===== src/rtl/srl_pkg.sv =====
// Shared types and constants for the script region lexer.
// Holds the classified-byte and result records and the keyword character tables.
// No dependencies.
package srl_pkg;

   // Field widths
   localparam int BYTE_W = 8;
   localparam int MODE_W = 4;
   localparam int KIND_W = 2;
   localparam int LEN_W  = 4;

   // Method name tracking
   localparam logic [LEN_W-1:0] LISTEN_LEN   = 4'd6;
   localparam logic [LEN_W-1:0] DELEGATE_LEN = 4'd8;
   localparam logic [LEN_W-1:0] NAME_SAT     = 4'd9;

   // Call kind codes reported at an open parenthesis
   localparam logic [KIND_W-1:0] CALL_NONE     = 2'd0;
   localparam logic [KIND_W-1:0] CALL_LISTEN   = 2'd1;
   localparam logic [KIND_W-1:0] CALL_DELEGATE = 2'd2;
   localparam logic [KIND_W-1:0] CALL_OTHER    = 2'd3;

   // Character codes
   localparam logic [BYTE_W-1:0] CH_DQUOTE    = 8'h22;
   localparam logic [BYTE_W-1:0] CH_SQUOTE    = 8'h27;
   localparam logic [BYTE_W-1:0] CH_BACKTICK  = 8'h60;
   localparam logic [BYTE_W-1:0] CH_BACKSLASH = 8'h5C;
   localparam logic [BYTE_W-1:0] CH_SLASH     = 8'h2F;
   localparam logic [BYTE_W-1:0] CH_STAR      = 8'h2A;
   localparam logic [BYTE_W-1:0] CH_LBRACE    = 8'h7B;
   localparam logic [BYTE_W-1:0] CH_RBRACE    = 8'h7D;
   localparam logic [BYTE_W-1:0] CH_MINUS     = 8'h2D;
   localparam logic [BYTE_W-1:0] CH_GT        = 8'h3E;
   localparam logic [BYTE_W-1:0] CH_NEWLINE   = 8'h0A;
   localparam logic [BYTE_W-1:0] CH_CR        = 8'h0D;
   localparam logic [BYTE_W-1:0] CH_TAB       = 8'h09;
   localparam logic [BYTE_W-1:0] CH_SPACE     = 8'h20;
   localparam logic [BYTE_W-1:0] CH_LPAREN    = 8'h28;
   localparam logic [BYTE_W-1:0] CH_UNDERSCORE = 8'h5F;
   localparam logic [BYTE_W-1:0] CH_DOLLAR    = 8'h24;

   // One byte with its character classes, decoded by the front end
   typedef struct packed {
      logic [BYTE_W-1:0] text_byte;
      logic              is_dquote;
      logic              is_squote;
      logic              is_backtick;
      logic              is_backslash;
      logic              is_slash;
      logic              is_star;
      logic              is_lbrace;
      logic              is_rbrace;
      logic              is_minus;
      logic              is_gt;
      logic              is_newline;
      logic              is_space;
      logic              is_ident_start;
      logic              is_ident_part;
      logic              is_lparen;
   } class_type;

   // One result
   typedef struct packed {
      logic [MODE_W-1:0] mode;
      logic              selector_byte;
      logic              selector_closed;
      logic              method_byte;
      logic [KIND_W-1:0] call_kind;
   } result_type;

   // Characters of "listen" by position
   function automatic logic [BYTE_W-1:0] listen_char(input logic [LEN_W-1:0] idx);
      logic [BYTE_W-1:0] ch;
      unique case (idx)
         4'd0:    ch = 8'h6C; // l
         4'd1:    ch = 8'h69; // i
         4'd2:    ch = 8'h73; // s
         4'd3:    ch = 8'h74; // t
         4'd4:    ch = 8'h65; // e
         4'd5:    ch = 8'h6E; // n
         default: ch = 8'h00;
      endcase
      return ch;
   endfunction

   // Characters of "delegate" by position
   function automatic logic [BYTE_W-1:0] delegate_char(input logic [LEN_W-1:0] idx);
      logic [BYTE_W-1:0] ch;
      unique case (idx)
         4'd0:    ch = 8'h64; // d
         4'd1:    ch = 8'h65; // e
         4'd2:    ch = 8'h6C; // l
         4'd3:    ch = 8'h65; // e
         4'd4:    ch = 8'h67; // g
         4'd5:    ch = 8'h61; // a
         4'd6:    ch = 8'h74; // t
         4'd7:    ch = 8'h65; // e
         default: ch = 8'h00;
      endcase
      return ch;
   endfunction

endpackage


===== src/rtl/srl_front.sv =====
// Front end of the script region lexer: accepts request bytes and decodes character classes.
// Depends on srl_pkg.
module srl_front (
   input  logic                  clock,
   input  logic                  reset,
   input  logic                  req_valid,
   output logic                  req_stall,
   input  logic [7:0]            req_text_byte,
   input  logic                  queue_full,
   output logic                  push,
   output srl_pkg::class_type    push_item
);

   logic               valid_ff;
   logic               valid_in;
   srl_pkg::class_type item_ff;
   srl_pkg::class_type item_in;
   logic               take;
   logic               is_lower;
   logic               is_upper;
   logic               is_digit;

   // Hand the held byte to the queue whenever it has room
   assign push      = valid_ff && !queue_full;
   assign req_stall = valid_ff && queue_full;
   assign push_item = item_ff;
   assign take      = req_valid && !req_stall;

   // Character class decode
   assign is_lower = (req_text_byte >= 8'h61) && (req_text_byte <= 8'h7A);
   assign is_upper = (req_text_byte >= 8'h41) && (req_text_byte <= 8'h5A);
   assign is_digit = (req_text_byte >= 8'h30) && (req_text_byte <= 8'h39);

   always_comb begin
      item_in.text_byte      = req_text_byte;
      item_in.is_dquote      = (req_text_byte == srl_pkg::CH_DQUOTE);
      item_in.is_squote      = (req_text_byte == srl_pkg::CH_SQUOTE);
      item_in.is_backtick    = (req_text_byte == srl_pkg::CH_BACKTICK);
      item_in.is_backslash   = (req_text_byte == srl_pkg::CH_BACKSLASH);
      item_in.is_slash       = (req_text_byte == srl_pkg::CH_SLASH);
      item_in.is_star        = (req_text_byte == srl_pkg::CH_STAR);
      item_in.is_lbrace      = (req_text_byte == srl_pkg::CH_LBRACE);
      item_in.is_rbrace      = (req_text_byte == srl_pkg::CH_RBRACE);
      item_in.is_minus       = (req_text_byte == srl_pkg::CH_MINUS);
      item_in.is_gt          = (req_text_byte == srl_pkg::CH_GT);
      item_in.is_newline     = (req_text_byte == srl_pkg::CH_NEWLINE);
      item_in.is_space       = (req_text_byte == srl_pkg::CH_SPACE)
                            || (req_text_byte == srl_pkg::CH_TAB)
                            || (req_text_byte == srl_pkg::CH_NEWLINE)
                            || (req_text_byte == srl_pkg::CH_CR);
      item_in.is_ident_start = is_lower || is_upper
                            || (req_text_byte == srl_pkg::CH_UNDERSCORE)
                            || (req_text_byte == srl_pkg::CH_DOLLAR);
      item_in.is_ident_part  = item_in.is_ident_start || is_digit;
      item_in.is_lparen      = (req_text_byte == srl_pkg::CH_LPAREN);
   end

   // Holding register occupancy
   always_comb begin
      valid_in = valid_ff;
      if (take) begin
         valid_in = 1'b1;
      end else if (push) begin
         valid_in = 1'b0;
      end
   end

   always_ff @(posedge clock) begin
      if (reset) begin
         valid_ff <= 1'b0;
      end else begin
         valid_ff <= valid_in;
      end
   end

   // Payload needs no reset
   always_ff @(posedge clock) begin
      if (take) begin
         item_ff <= item_in;
      end
   end

endmodule


===== src/rtl/srl_queue.sv =====
// Two-entry queue of classified bytes between the lexer front and back ends.
// Depends on srl_pkg.
module srl_queue (
   input  logic                  clock,
   input  logic                  reset,
   input  logic                  push,
   input  srl_pkg::class_type    push_item,
   output logic                  full,
   input  logic                  pop,
   output logic                  not_empty,
   output srl_pkg::class_type    pop_item
);

   srl_pkg::class_type slot_ff [2];
   logic               wr_ptr_ff;
   logic               wr_ptr_in;
   logic               rd_ptr_ff;
   logic               rd_ptr_in;
   logic [1:0]         count_ff;
   logic [1:0]         count_in;
   logic               do_pop;

   assign full      = (count_ff == 2'd2);
   assign not_empty = (count_ff != 2'd0);
   assign pop_item  = slot_ff[rd_ptr_ff];
   assign do_pop    = pop && not_empty;

   // Pointer and count update
   always_comb begin
      wr_ptr_in = push   ? ~wr_ptr_ff : wr_ptr_ff;
      rd_ptr_in = do_pop ? ~rd_ptr_ff : rd_ptr_ff;
      count_in  = count_ff;
      if (push && !do_pop) begin
         count_in = count_ff + 2'd1;
      end else if (do_pop && !push) begin
         count_in = count_ff - 2'd1;
      end
   end

   always_ff @(posedge clock) begin
      if (reset) begin
         wr_ptr_ff <= 1'b0;
         rd_ptr_ff <= 1'b0;
         count_ff  <= 2'd0;
      end else begin
         wr_ptr_ff <= wr_ptr_in;
         rd_ptr_ff <= rd_ptr_in;
         count_ff  <= count_in;
      end
   end

   // Storage
   always_ff @(posedge clock) begin
      if (push) begin
         slot_ff[wr_ptr_ff] <= push_item;
      end
   end

endmodule


===== src/rtl/srl_back.sv =====
// Back end of the script region lexer: lexical mode state machine and result register.
// Depends on srl_pkg.
module srl_back (
   input  logic                  clock,
   input  logic                  reset,
   input  logic                  item_valid,
   input  srl_pkg::class_type    item,
   output logic                  pop,
   output logic                  rsp_valid,
   input  logic                  rsp_stall,
   output srl_pkg::result_type   result
);

   typedef enum logic [3:0] {
      MODE_CODE     = 4'd0,
      MODE_STRING   = 4'd1,
      MODE_TEMPLATE = 4'd2,
      MODE_LINE     = 4'd3,
      MODE_BLOCK    = 4'd4,
      MODE_SEL      = 4'd5,
      MODE_SEL_END  = 4'd6,
      MODE_ARROW    = 4'd7,
      MODE_METHOD   = 4'd8,
      MODE_LISTEN   = 4'd9,
      MODE_DELEGATE = 4'd10,
      MODE_ERROR    = 4'd11
   } mode_type;

   mode_type                  mode_ff, mode_in;
   logic                      quote_dq_ff, quote_dq_in;
   logic                      str_esc_ff, str_esc_in;
   logic                      tpl_esc_ff, tpl_esc_in;
   logic                      pending_ff, pending_in;
   logic                      prev_slash_ff, prev_slash_in;
   logic                      prev_minus_ff, prev_minus_in;
   logic                      prev_star_ff, prev_star_in;
   logic [srl_pkg::LEN_W-1:0] name_len_ff, name_len_in;
   logic                      listen_ff, listen_in;
   logic                      delegate_ff, delegate_in;
   logic                      rsp_valid_ff, rsp_valid_in;
   srl_pkg::result_type       result_ff, result_in;
   logic                      quote_close;

   // Take the next byte whenever the result register is free or being drained
   assign pop       = item_valid && (!rsp_valid_ff || !rsp_stall);
   assign rsp_valid = rsp_valid_ff;
   assign result    = result_ff;

   assign quote_close = (item.is_dquote && quote_dq_ff) || (item.is_squote && !quote_dq_ff);

   // Next-state and result decode for one byte
   always_comb begin
      mode_in       = mode_ff;
      quote_dq_in   = quote_dq_ff;
      str_esc_in    = str_esc_ff;
      tpl_esc_in    = tpl_esc_ff;
      pending_in    = pending_ff;
      prev_slash_in = prev_slash_ff;
      prev_minus_in = prev_minus_ff;
      prev_star_in  = prev_star_ff;
      name_len_in   = name_len_ff;
      listen_in     = listen_ff;
      delegate_in   = delegate_ff;
      result_in.selector_byte   = 1'b0;
      result_in.selector_closed = 1'b0;
      result_in.method_byte     = 1'b0;
      result_in.call_kind       = srl_pkg::CALL_NONE;

      unique case (mode_ff)
         MODE_CODE: begin
            if (item.is_dquote || item.is_squote) begin
               quote_dq_in = item.is_dquote;
               mode_in     = MODE_STRING;
            end else if (item.is_backtick) begin
               mode_in = MODE_TEMPLATE;
            end else if (prev_slash_ff && item.is_slash) begin
               mode_in = MODE_LINE;
            end else if (prev_slash_ff && item.is_star) begin
               mode_in = MODE_BLOCK;
            end else if (item.is_lbrace && pending_ff) begin
               // second open brace starts a selector; previous byte kept
               pending_in = 1'b0;
               mode_in    = MODE_SEL;
            end else begin
               pending_in = item.is_lbrace;
               if (prev_minus_ff && item.is_gt) begin
                  mode_in = MODE_ARROW;
               end else begin
                  prev_slash_in = item.is_slash;
                  prev_minus_in = item.is_minus;
               end
            end
         end
         MODE_STRING: begin
            if (str_esc_ff) begin
               str_esc_in = 1'b0;
            end else if (item.is_backslash) begin
               str_esc_in = 1'b1;
            end else if (quote_close) begin
               mode_in = MODE_CODE;
            end
         end
         MODE_TEMPLATE: begin
            if (tpl_esc_ff) begin
               tpl_esc_in = 1'b0;
            end else if (item.is_backslash) begin
               tpl_esc_in = 1'b1;
            end else if (item.is_backtick) begin
               mode_in = MODE_CODE;
            end
         end
         MODE_LINE: begin
            if (item.is_newline) begin
               mode_in = MODE_CODE;
            end
         end
         MODE_BLOCK: begin
            if (prev_star_ff && item.is_slash) begin
               mode_in = MODE_CODE;
            end
            prev_star_in = item.is_star;
         end
         MODE_SEL: begin
            if (item.is_rbrace) begin
               mode_in = MODE_SEL_END;
            end else begin
               result_in.selector_byte = 1'b1;
            end
         end
         MODE_SEL_END: begin
            if (item.is_rbrace) begin
               result_in.selector_closed = 1'b1;
               mode_in = MODE_CODE;
            end else begin
               mode_in = MODE_ERROR;
            end
         end
         MODE_ARROW: begin
            // whitespace is skipped
            if (!item.is_space) begin
               if (item.is_ident_start) begin
                  name_len_in = 4'd1;
                  listen_in   = (item.text_byte == srl_pkg::listen_char(4'd0));
                  delegate_in = (item.text_byte == srl_pkg::delegate_char(4'd0));
                  result_in.method_byte = 1'b1;
                  mode_in = MODE_METHOD;
               end else begin
                  mode_in = MODE_CODE;
               end
            end
         end
         MODE_METHOD, MODE_LISTEN, MODE_DELEGATE: begin
            if (item.is_ident_part) begin
               // keep only prefix matches and a saturating length
               listen_in   = listen_ff && (name_len_ff < srl_pkg::LISTEN_LEN)
                          && (srl_pkg::listen_char(name_len_ff) == item.text_byte);
               delegate_in = delegate_ff && (name_len_ff < srl_pkg::DELEGATE_LEN)
                          && (srl_pkg::delegate_char(name_len_ff) == item.text_byte);
               if (name_len_ff < srl_pkg::NAME_SAT) begin
                  name_len_in = name_len_ff + 4'd1;
               end
               result_in.method_byte = 1'b1;
            end else if (item.is_lparen) begin
               priority if (listen_ff && (name_len_ff == srl_pkg::LISTEN_LEN)) begin
                  result_in.call_kind = srl_pkg::CALL_LISTEN;
                  mode_in = MODE_LISTEN;
               end else if (delegate_ff && (name_len_ff == srl_pkg::DELEGATE_LEN)) begin
                  result_in.call_kind = srl_pkg::CALL_DELEGATE;
                  mode_in = MODE_DELEGATE;
               end else begin
                  result_in.call_kind = srl_pkg::CALL_OTHER;
                  mode_in = MODE_CODE;
               end
            end else begin
               mode_in = MODE_CODE;
            end
         end
         default: begin
            // error mode holds until reset
         end
      endcase

      result_in.mode = mode_in;
   end

   // Result register occupancy
   always_comb begin
      rsp_valid_in = rsp_valid_ff;
      if (pop) begin
         rsp_valid_in = 1'b1;
      end else if (!rsp_stall) begin
         rsp_valid_in = 1'b0;
      end
   end

   // State and result registers
   always_ff @(posedge clock) begin
      if (reset) begin
         mode_ff       <= MODE_CODE;
         quote_dq_ff   <= 1'b0;
         str_esc_ff    <= 1'b0;
         tpl_esc_ff    <= 1'b0;
         pending_ff    <= 1'b0;
         prev_slash_ff <= 1'b0;
         prev_minus_ff <= 1'b0;
         prev_star_ff  <= 1'b0;
         name_len_ff   <= '0;
         listen_ff     <= 1'b0;
         delegate_ff   <= 1'b0;
         rsp_valid_ff  <= 1'b0;
         result_ff     <= '0;
      end else begin
         rsp_valid_ff <= rsp_valid_in;
         if (pop) begin
            mode_ff       <= mode_in;
            quote_dq_ff   <= quote_dq_in;
            str_esc_ff    <= str_esc_in;
            tpl_esc_ff    <= tpl_esc_in;
            pending_ff    <= pending_in;
            prev_slash_ff <= prev_slash_in;
            prev_minus_ff <= prev_minus_in;
            prev_star_ff  <= prev_star_in;
            name_len_ff   <= name_len_in;
            listen_ff     <= listen_in;
            delegate_ff   <= delegate_in;
            result_ff     <= result_in;
         end
      end
   end

endmodule


===== src/rtl/script_region_lexer_fsm_core.sv =====
// Script region lexer: reports the lexical mode after every byte of a script stream.
// Request channel (req_valid, req_stall, req_text_byte): one source byte per request.
// Response channel (rsp_valid, rsp_stall, rsp_*): one response per request, in order,
// with the mode after that byte, the selector text and selector close flags, the
// method name flag and the call kind at an open parenthesis.
// A request is taken at a clock edge where valid is high and stall is low.
// Stages: a taken byte passes through three stages on its way to its response (front
// decode register, two-entry queue, mode state machine with result register).
// Throughput: one byte per cycle while rsp_stall is low; the mode state machine updates on each byte it takes.
// When rsp_stall is held, the result register holds its response, the queue fills
// and then req_stall rises; no byte is lost or repeated.
// Reset (synchronous, active high) empties all stages, returns to code mode and
// clears the escape, brace, name and previous-byte tracking. The error mode entered
// after a missing second closing brace is left only through reset.
// Depends on srl_pkg, srl_front, srl_queue and srl_back.
module script_region_lexer_fsm_core (
   input  logic       clock,
   input  logic       reset,
   input  logic       req_valid,
   output logic       req_stall,
   input  logic [7:0] req_text_byte,
   output logic       rsp_valid,
   input  logic       rsp_stall,
   output logic [3:0] rsp_mode,
   output logic       rsp_selector_byte,
   output logic       rsp_selector_closed,
   output logic       rsp_method_byte,
   output logic [1:0] rsp_call_kind
);

   logic                push;
   srl_pkg::class_type  push_item;
   logic                queue_full;
   logic                pop;
   logic                queue_not_empty;
   srl_pkg::class_type  pop_item;
   srl_pkg::result_type result;

   // Accept and decode
   srl_front u_front (
      .clock         (clock),
      .reset         (reset),
      .req_valid     (req_valid),
      .req_stall     (req_stall),
      .req_text_byte (req_text_byte),
      .queue_full    (queue_full),
      .push          (push),
      .push_item     (push_item)
   );

   // Decoupling queue
   srl_queue u_queue (
      .clock     (clock),
      .reset     (reset),
      .push      (push),
      .push_item (push_item),
      .full      (queue_full),
      .pop       (pop),
      .not_empty (queue_not_empty),
      .pop_item  (pop_item)
   );

   // Mode state machine
   srl_back u_back (
      .clock      (clock),
      .reset      (reset),
      .item_valid (queue_not_empty),
      .item       (pop_item),
      .pop        (pop),
      .rsp_valid  (rsp_valid),
      .rsp_stall  (rsp_stall),
      .result     (result)
   );

   assign rsp_mode            = result.mode;
   assign rsp_selector_byte   = result.selector_byte;
   assign rsp_selector_closed = result.selector_closed;
   assign rsp_method_byte     = result.method_byte;
   assign rsp_call_kind       = result.call_kind;

endmodule

===== config.mk =====
export PLATFORM = sky130hd
export DESIGN_NAME = script_region_lexer_fsm_core
export DESIGN_NICKNAME = d
export VERILOG_FILES = /design/src/rtl/srl_pkg.sv /design/src/rtl/srl_front.sv /design/src/rtl/srl_queue.sv /design/src/rtl/srl_back.sv /design/src/rtl/script_region_lexer_fsm_core.sv
export SDC_FILE = /design/constraint.sdc
export NUM_CORES = 1
export LEC_CHECK = 0
export BUFFER_PORTS_ARGS = -buffer_cell sky130_fd_sc_hd__clkbuf_2
export CAP_MARGIN = 0
export CORE_ASPECT_RATIO = 1.2
export CORE_MARGIN = 2
export CORE_UTILIZATION = 55
export CTS_BUF_LIST = sky130_fd_sc_hd__clkbuf_4
export DETAILED_ROUTE_END_ITERATION = 6
export PLACE_DENSITY = 0.8
export SYNTH_ARGS = -nofsm -noshare
export SYNTH_HDL_FRONTEND = slang
export SYNTH_HIERARCHICAL = 1
export SYNTH_SLANG_ARGS = --single-unit

===== constraint.sdc =====
create_clock -name clock -period 2.45 [get_ports clock]
set_input_delay 0.1225 -clock clock [delete_from_list [all_inputs] [get_ports clock]]
set_output_delay 0.1225 -clock clock [all_outputs]
set_load 0.05 [all_outputs]

* Word-level counts from Yosys, hierarchy flattened
Memories as Yosys holds them, arrays and structs flattened. A register that Yosys moved wholly into a read port is not among the register bits.
Cells that the tools add are included.
W data, S select, Z words.
** Storage, ports and cells
- Flip-flop bits (word level) :: 51
- RAM bits :: 46
- ROM bits :: 40
- Input bits :: 12
- Word-level logic and storage cells :: 241
- Memories :: 2
** Operators by class
- Add/sub/neg operators :: 3
- $lt $le $gt $ge :: 9
- Eq/ne operators :: 55
- Multiplexer cells :: 71
- Bitwise operators :: 8
- Reductions and logical operators :: 57
** Memory list
- u_queue.slot_ff :: words 2, width 23, read ports 1, clocked after memory_dff 1, wr ports 1, line srl_queue.sv:14 : srl_pkg::class_type slot_ff [2];
- (no name shown) :: words 8, width 5, read ports 1, clocked after memory_dff 1, wr ports 0, line srl_pkg.sv:89 : unique case (idx)
** Operator list (count)
- $mux W4 :: 26
- $eq A8 B6 Y1 const B :: 9
- $eq A8 B7 Y1 const B :: 7
- $pmux W7 S6 :: 1
- $mux W8 :: 5
- $pmux W4 S9 :: 1
- $eq A4 B3 Y1 const B :: 7
- $mux W1 :: 26
- $eq A8 B4 Y1 const B :: 3
- $logic_and A1 B1 Y1 :: 23
- $ne A2 B2 Y1 const B :: 11
- $eq A4 B2 Y1 const B :: 4
- $eq A4 B4 Y1 const B :: 4
- $eq A8 B8 Y1 :: 2
- $ge A8 B7 Y1 const B :: 2
- $le A8 B7 Y1 const B :: 2
- $reduce_and A14 Y1 :: 1
- $mux W2 :: 6
- $reduce_and A6 Y1 :: 2
- $logic_or A1 B1 Y1 :: 10
- $reduce_bool A9 Y1 :: 1
- $eq A4 B1 Y1 const B :: 2
- $ge A8 B6 Y1 const B :: 1
- $le A8 B6 Y1 const B :: 1
- other kinds (20) :: 46

* Logic depth before layout (Yosys ltp)
- Word-level depth :: 8
- Depth in mapped cells :: 9

* Cells and area by module
The synthesis kept the hierarchy.
** Modules (own cells, without submodules)
- srl_back :: times used 1, cells each 250, area an instance 2069.5 µm², sequential area each 560.5 µm²
- srl_queue :: times used 1, cells each 93, area an instance 1866.8 µm², sequential area each 1481.4 µm²
- srl_front :: times used 1, cells each 83, area an instance 1062.3 µm², sequential area each 710.7 µm²

* Worst setup path after synthesis
Ideal clock, no wire load.
- Kind :: register to register
- Start point :: register u_queue.count_ff[0]
- End point :: register u_front.item_ff, in the netlist u_front/push_item[0], enable pin
- Library setup time :: 0.405 ns
- Arrival time :: 2.070 ns
- Required time :: 2.045 ns
- Setup slack :: -0.025 ns
- Stages on the path, launching flop included :: 4
- Path buffers :: 0
- Cell sequence :: dfxtp_1 and2b_2 and2_1 nor2b_1
** On the way
- Cells in the longest elaborated chain, start to end :: 4
** RTL lines
- start: declaration :: line srl_queue.sv:19 : logic [1:0] count_ff;
- start signal: assignment :: line srl_queue.sv:48 : count_ff <= count_in;
- $eq A2 B2 Y1 :: line srl_queue.sv:23 : assign full = (count_ff == 2'd2);
- net queue_full :: line script_region_lexer_fsm_core.sv:33 : logic queue_full;
- $logic_and A1 B1 Y1 :: line srl_front.sv:25 : assign req_stall = valid_ff && queue_full;
- net req_stall :: line script_region_lexer_fsm_core.sv:20 : output logic req_stall,
- $logic_not A1 Y1 :: line srl_front.sv:27 : assign take = req_valid && !req_stall;
- $logic_and A1 B1 Y1 :: line srl_front.sv:27
- net u_front.take :: line srl_front.sv:18 : logic take;
- end signal: assignment :: line srl_front.sv:79 : item_ff <= item_in;
- end: declaration :: line srl_front.sv:16 : srl_pkg::class_type item_ff;
The timed path passes the listed nets, and every way through them passes these cells.
A chain may end at the register's enable or synchronous reset.

==> impl_results.md <==
* Outcome: complete, no violations
* Post-DRT Antenna Nets at 0
* GRT Total Usage at 0.210
* Max incr delay on CP at 0.49 ns
* Post-CTS Setup Bufs at 0
* Die Width at 91.0 um
* DR vias/cell at 6.05
* Layout cells sized above 1 at 0.238
* H-tree depth at 3
* CTS sink count at 103
* Detailed Routing Iterations Pass 1 at 5
* Die Y at 108 um
* Largest net degree at the start of global routing at 26
* Synthesized instance count at 426
* Antenna diode count at 0
* Worst path cell trace: buf_4 > mux2_2 > o21ai_0 > nand4_1 > a221oi_2 > mux2i_1 > nor2_1
* PD cells at 880 nW/um2
* CP required at 2.79 ns
* Placer Congestion at 0.895
* RSZ-0062 raised after global routing: no
* Global route hottest layer: met2
* Clock slew at reported path FFs at 0.16 ns
* EDFF count, synth at 69
* M1 GR Usage at 0.248
* Overflow left after global routing at 0
* DRC Markers at 0
* I/O pins at 23
* Cell row count at 38
* Slew HR at 0.617
* First-pass GRT wire length at 16.2 mm
* Post-synthesis sequential area ratio at 0.551
* Slew @ Worst Pin at 0.567 ns
* Core footprint at 8940 um2
* Final Cell Area at 5490 um2
* Vias at 3544
* Top FF cell, synth: edfxtp_1
* Placed cell areas at 5280 um2
* Dpl ws at 0.0623 ns
* I/O Buffers at 22
* Crit share post-route at 0.945
* Initial antenna violation count at 0
* Most frequent cells in the layout: edfxtp_1 (69), nor2_1 (44), dfxtp_1 (33), mux2_2 (23), clkbuf_2 (22)
* Nets at 479
* Syn Area/Cell at 11.7 um2
* Die area at 9870 um2
* Crit-path max FO at 11
* Drt total wl at 10.0 mm
* Post-synth net total at 444
* Register bit total from synthesis at 103
* Number of distinct library cells after synthesis at 74
* WP buf/inv at 1
* Number of buffers created by CTS at 9
* Slowest cell on the critical path: dfxtp_2
* Worst vdd ir at 0.311 mV
* Area Growth Syn to Fin at 9.79%
* Worst-Skew Late Latency at 0.45 ns
* Final worst slack at 0.134 ns
* Max-slew violations at 0
* Startpoint types: flop
* Crit. End Element: flop
* Clock Skews at 0.0246 ns
* Starting DRT DRC Count at 264
* Hold Vio Cnt, Final at 0
* Max_cap viols at 0
* Synth warn at 6
* Hold Crit Class: primary input to flop
* CTS max path bufs at 2
* Crit path kind: flop to flop
* Post-DP HPWL at 7.11 mm
* Number of global-route vias before repair at 3417
* Design Power at 4.83 mW
* Fmax achieved at 432 MHz
* Met3 Usage GRT at 0.0314
* Met2 Use GR at 0.369
* Post-synth ARST share at 0
* Leakage power total at 1.94 nW
* Final setup viols at 0
* Crit path time final at 2.32 ns
* Synth Cell Area at 5000 um2
* Root Driver: clkbuf_4
* WL/cell at 17.1 um
* Delay-heaviest family, CP: multiplexers
* CTS tree: built
* Setup TNS at 0 ns
* Commonest non-fill, non-tap cell in the layout: edfxtp_1
* Starting Density at 0.559
* Worst endpoint data arrival time at 2.66 ns
==> cell families after synthesis <==
group,share of synthesized area
fa+ha+maj,0.0150
xor+xnor,0.0210
compound gates,0.113
simple gates,0.197
flops,0.551
mux,0.0701
buf+inv,0.0330
==> per-stage QoR <==
stage | hold WS (ns) | instances | utilization
6_report | 0.0403 | 586 | 0.614
5_1_grt | 0.00759 | 586 | 0.614
4_1_cts | 0.00517 | 586 | 0.613
3_5_place_dp | 0.356 | 565 | 0.591
3_3_place_gp | 0.338 | 565 | 0.591
2_1_floorplan | 0.192 | 426 | -
==> report_power, final <==
part	internal [mW]	switching (mW)
sequential	2.07	0.191
combinational	0.692	0.988
clock	0.325	0.566
total	3.09	1.75
==> layer usage <==
layer  wire length (um)  up-vias
li1                   -     1681
met1               4080     1690
met5                  0        -
met3                456       37
met4                298        0
met2               5170      136
==> synth_stat cells (3+ instances only) <==
library cell | count | share of area
dfxtp_1 | 34 | 0.14
nor3_1 | 14 | 0.014
a211oi_1 | 3 | 0.0045
edfxtp_1 | 69 | 0.41
buf_6 | 3 | 0.0068
xor2_1 | 8 | 0.014
mux2i_1 | 8 | 0.016
nor3b_1 | 6 | 0.0090
xnor2_1 | 4 | 0.0070
mux2_2 | 23 | 0.052
nand4_1 | 5 | 0.0063
o21ai_0 | 11 | 0.011
nand3_1 | 13 | 0.013
and2b_2 | 3 | 0.0053
a21o_1 | 3 | 0.0045
a22oi_1 | 4 | 0.0060
a31oi_1 | 6 | 0.0075
inv_1 | 9 | 0.0068
nor4_1 | 7 | 0.0088
nand2b_1 | 9 | 0.011
nand2_1 | 18 | 0.014
a2111oi_0 | 3 | 0.0053
ha_1 | 6 | 0.015
nor2_1 | 44 | 0.033
nand3b_1 | 3 | 0.0045
and2_1 | 3 | 0.0038
a21oi_1 | 19 | 0.019
buf_2 | 11 | 0.011
clkbuf_1 | 3 | 0.0023
or3_1 | 5 | 0.0063
nor2b_1 | 11 | 0.014
nand4b_1 | 3 | 0.0053
or2_2 | 3 | 0.0038
==> flip-flops by register name, indices dropped and copies added, names as in the netlist, 2 cells and up, named ones only <==
name / cells
u_front/push_item: 23
u_queue/slot_ff: 46
u_queue/count_ff: 2
u_back/result: 9
u_back/name_len_ff: 4
==> area by class of cell <==
type                    count  area [um2]
fillers                   739        3450
flip-flops and latches    103        2750
multi-input cells         291        2090
repair buffers             46         303
well taps                 120         150
clock inverters             7        83.8
clock buffers               9        67.6
inverters                  10        37.5
==> what timing repair did <==
| item | in CTS | in global routing |
|---|---|---|
| hold buffers | 5 | 0 |
| resized for setup | 0 | 2 |
| hold endpoints to repair | 5 | 0 |
| setup endpoints to repair | 0 | 7 |
==> worst paths after layout <==
kind	start	end	cells past startpoint	slack (ns)
min reg2reg	u_front/push_item[17]	u_queue/slot_ff[1][17]	0	0.46
min	req_text_byte[0]	u_front/push_item[15]	1	0.04
max	flop	u_back/prev_minus_ff	7	0.13
max reg2reg	flop	u_back/prev_minus_ff	7	0.13
==> worst reg2reg max path: cells and delay by family, from the launching register on <==
kind | cells | cell delay [ns]
mux | 2 | 0.65
compound gates | 2 | 0.61
flops | 1 | 0.49
simple gates | 2 | 0.28
buf+inv | 1 | 0.19
Power figures use the tool's default switching activity.
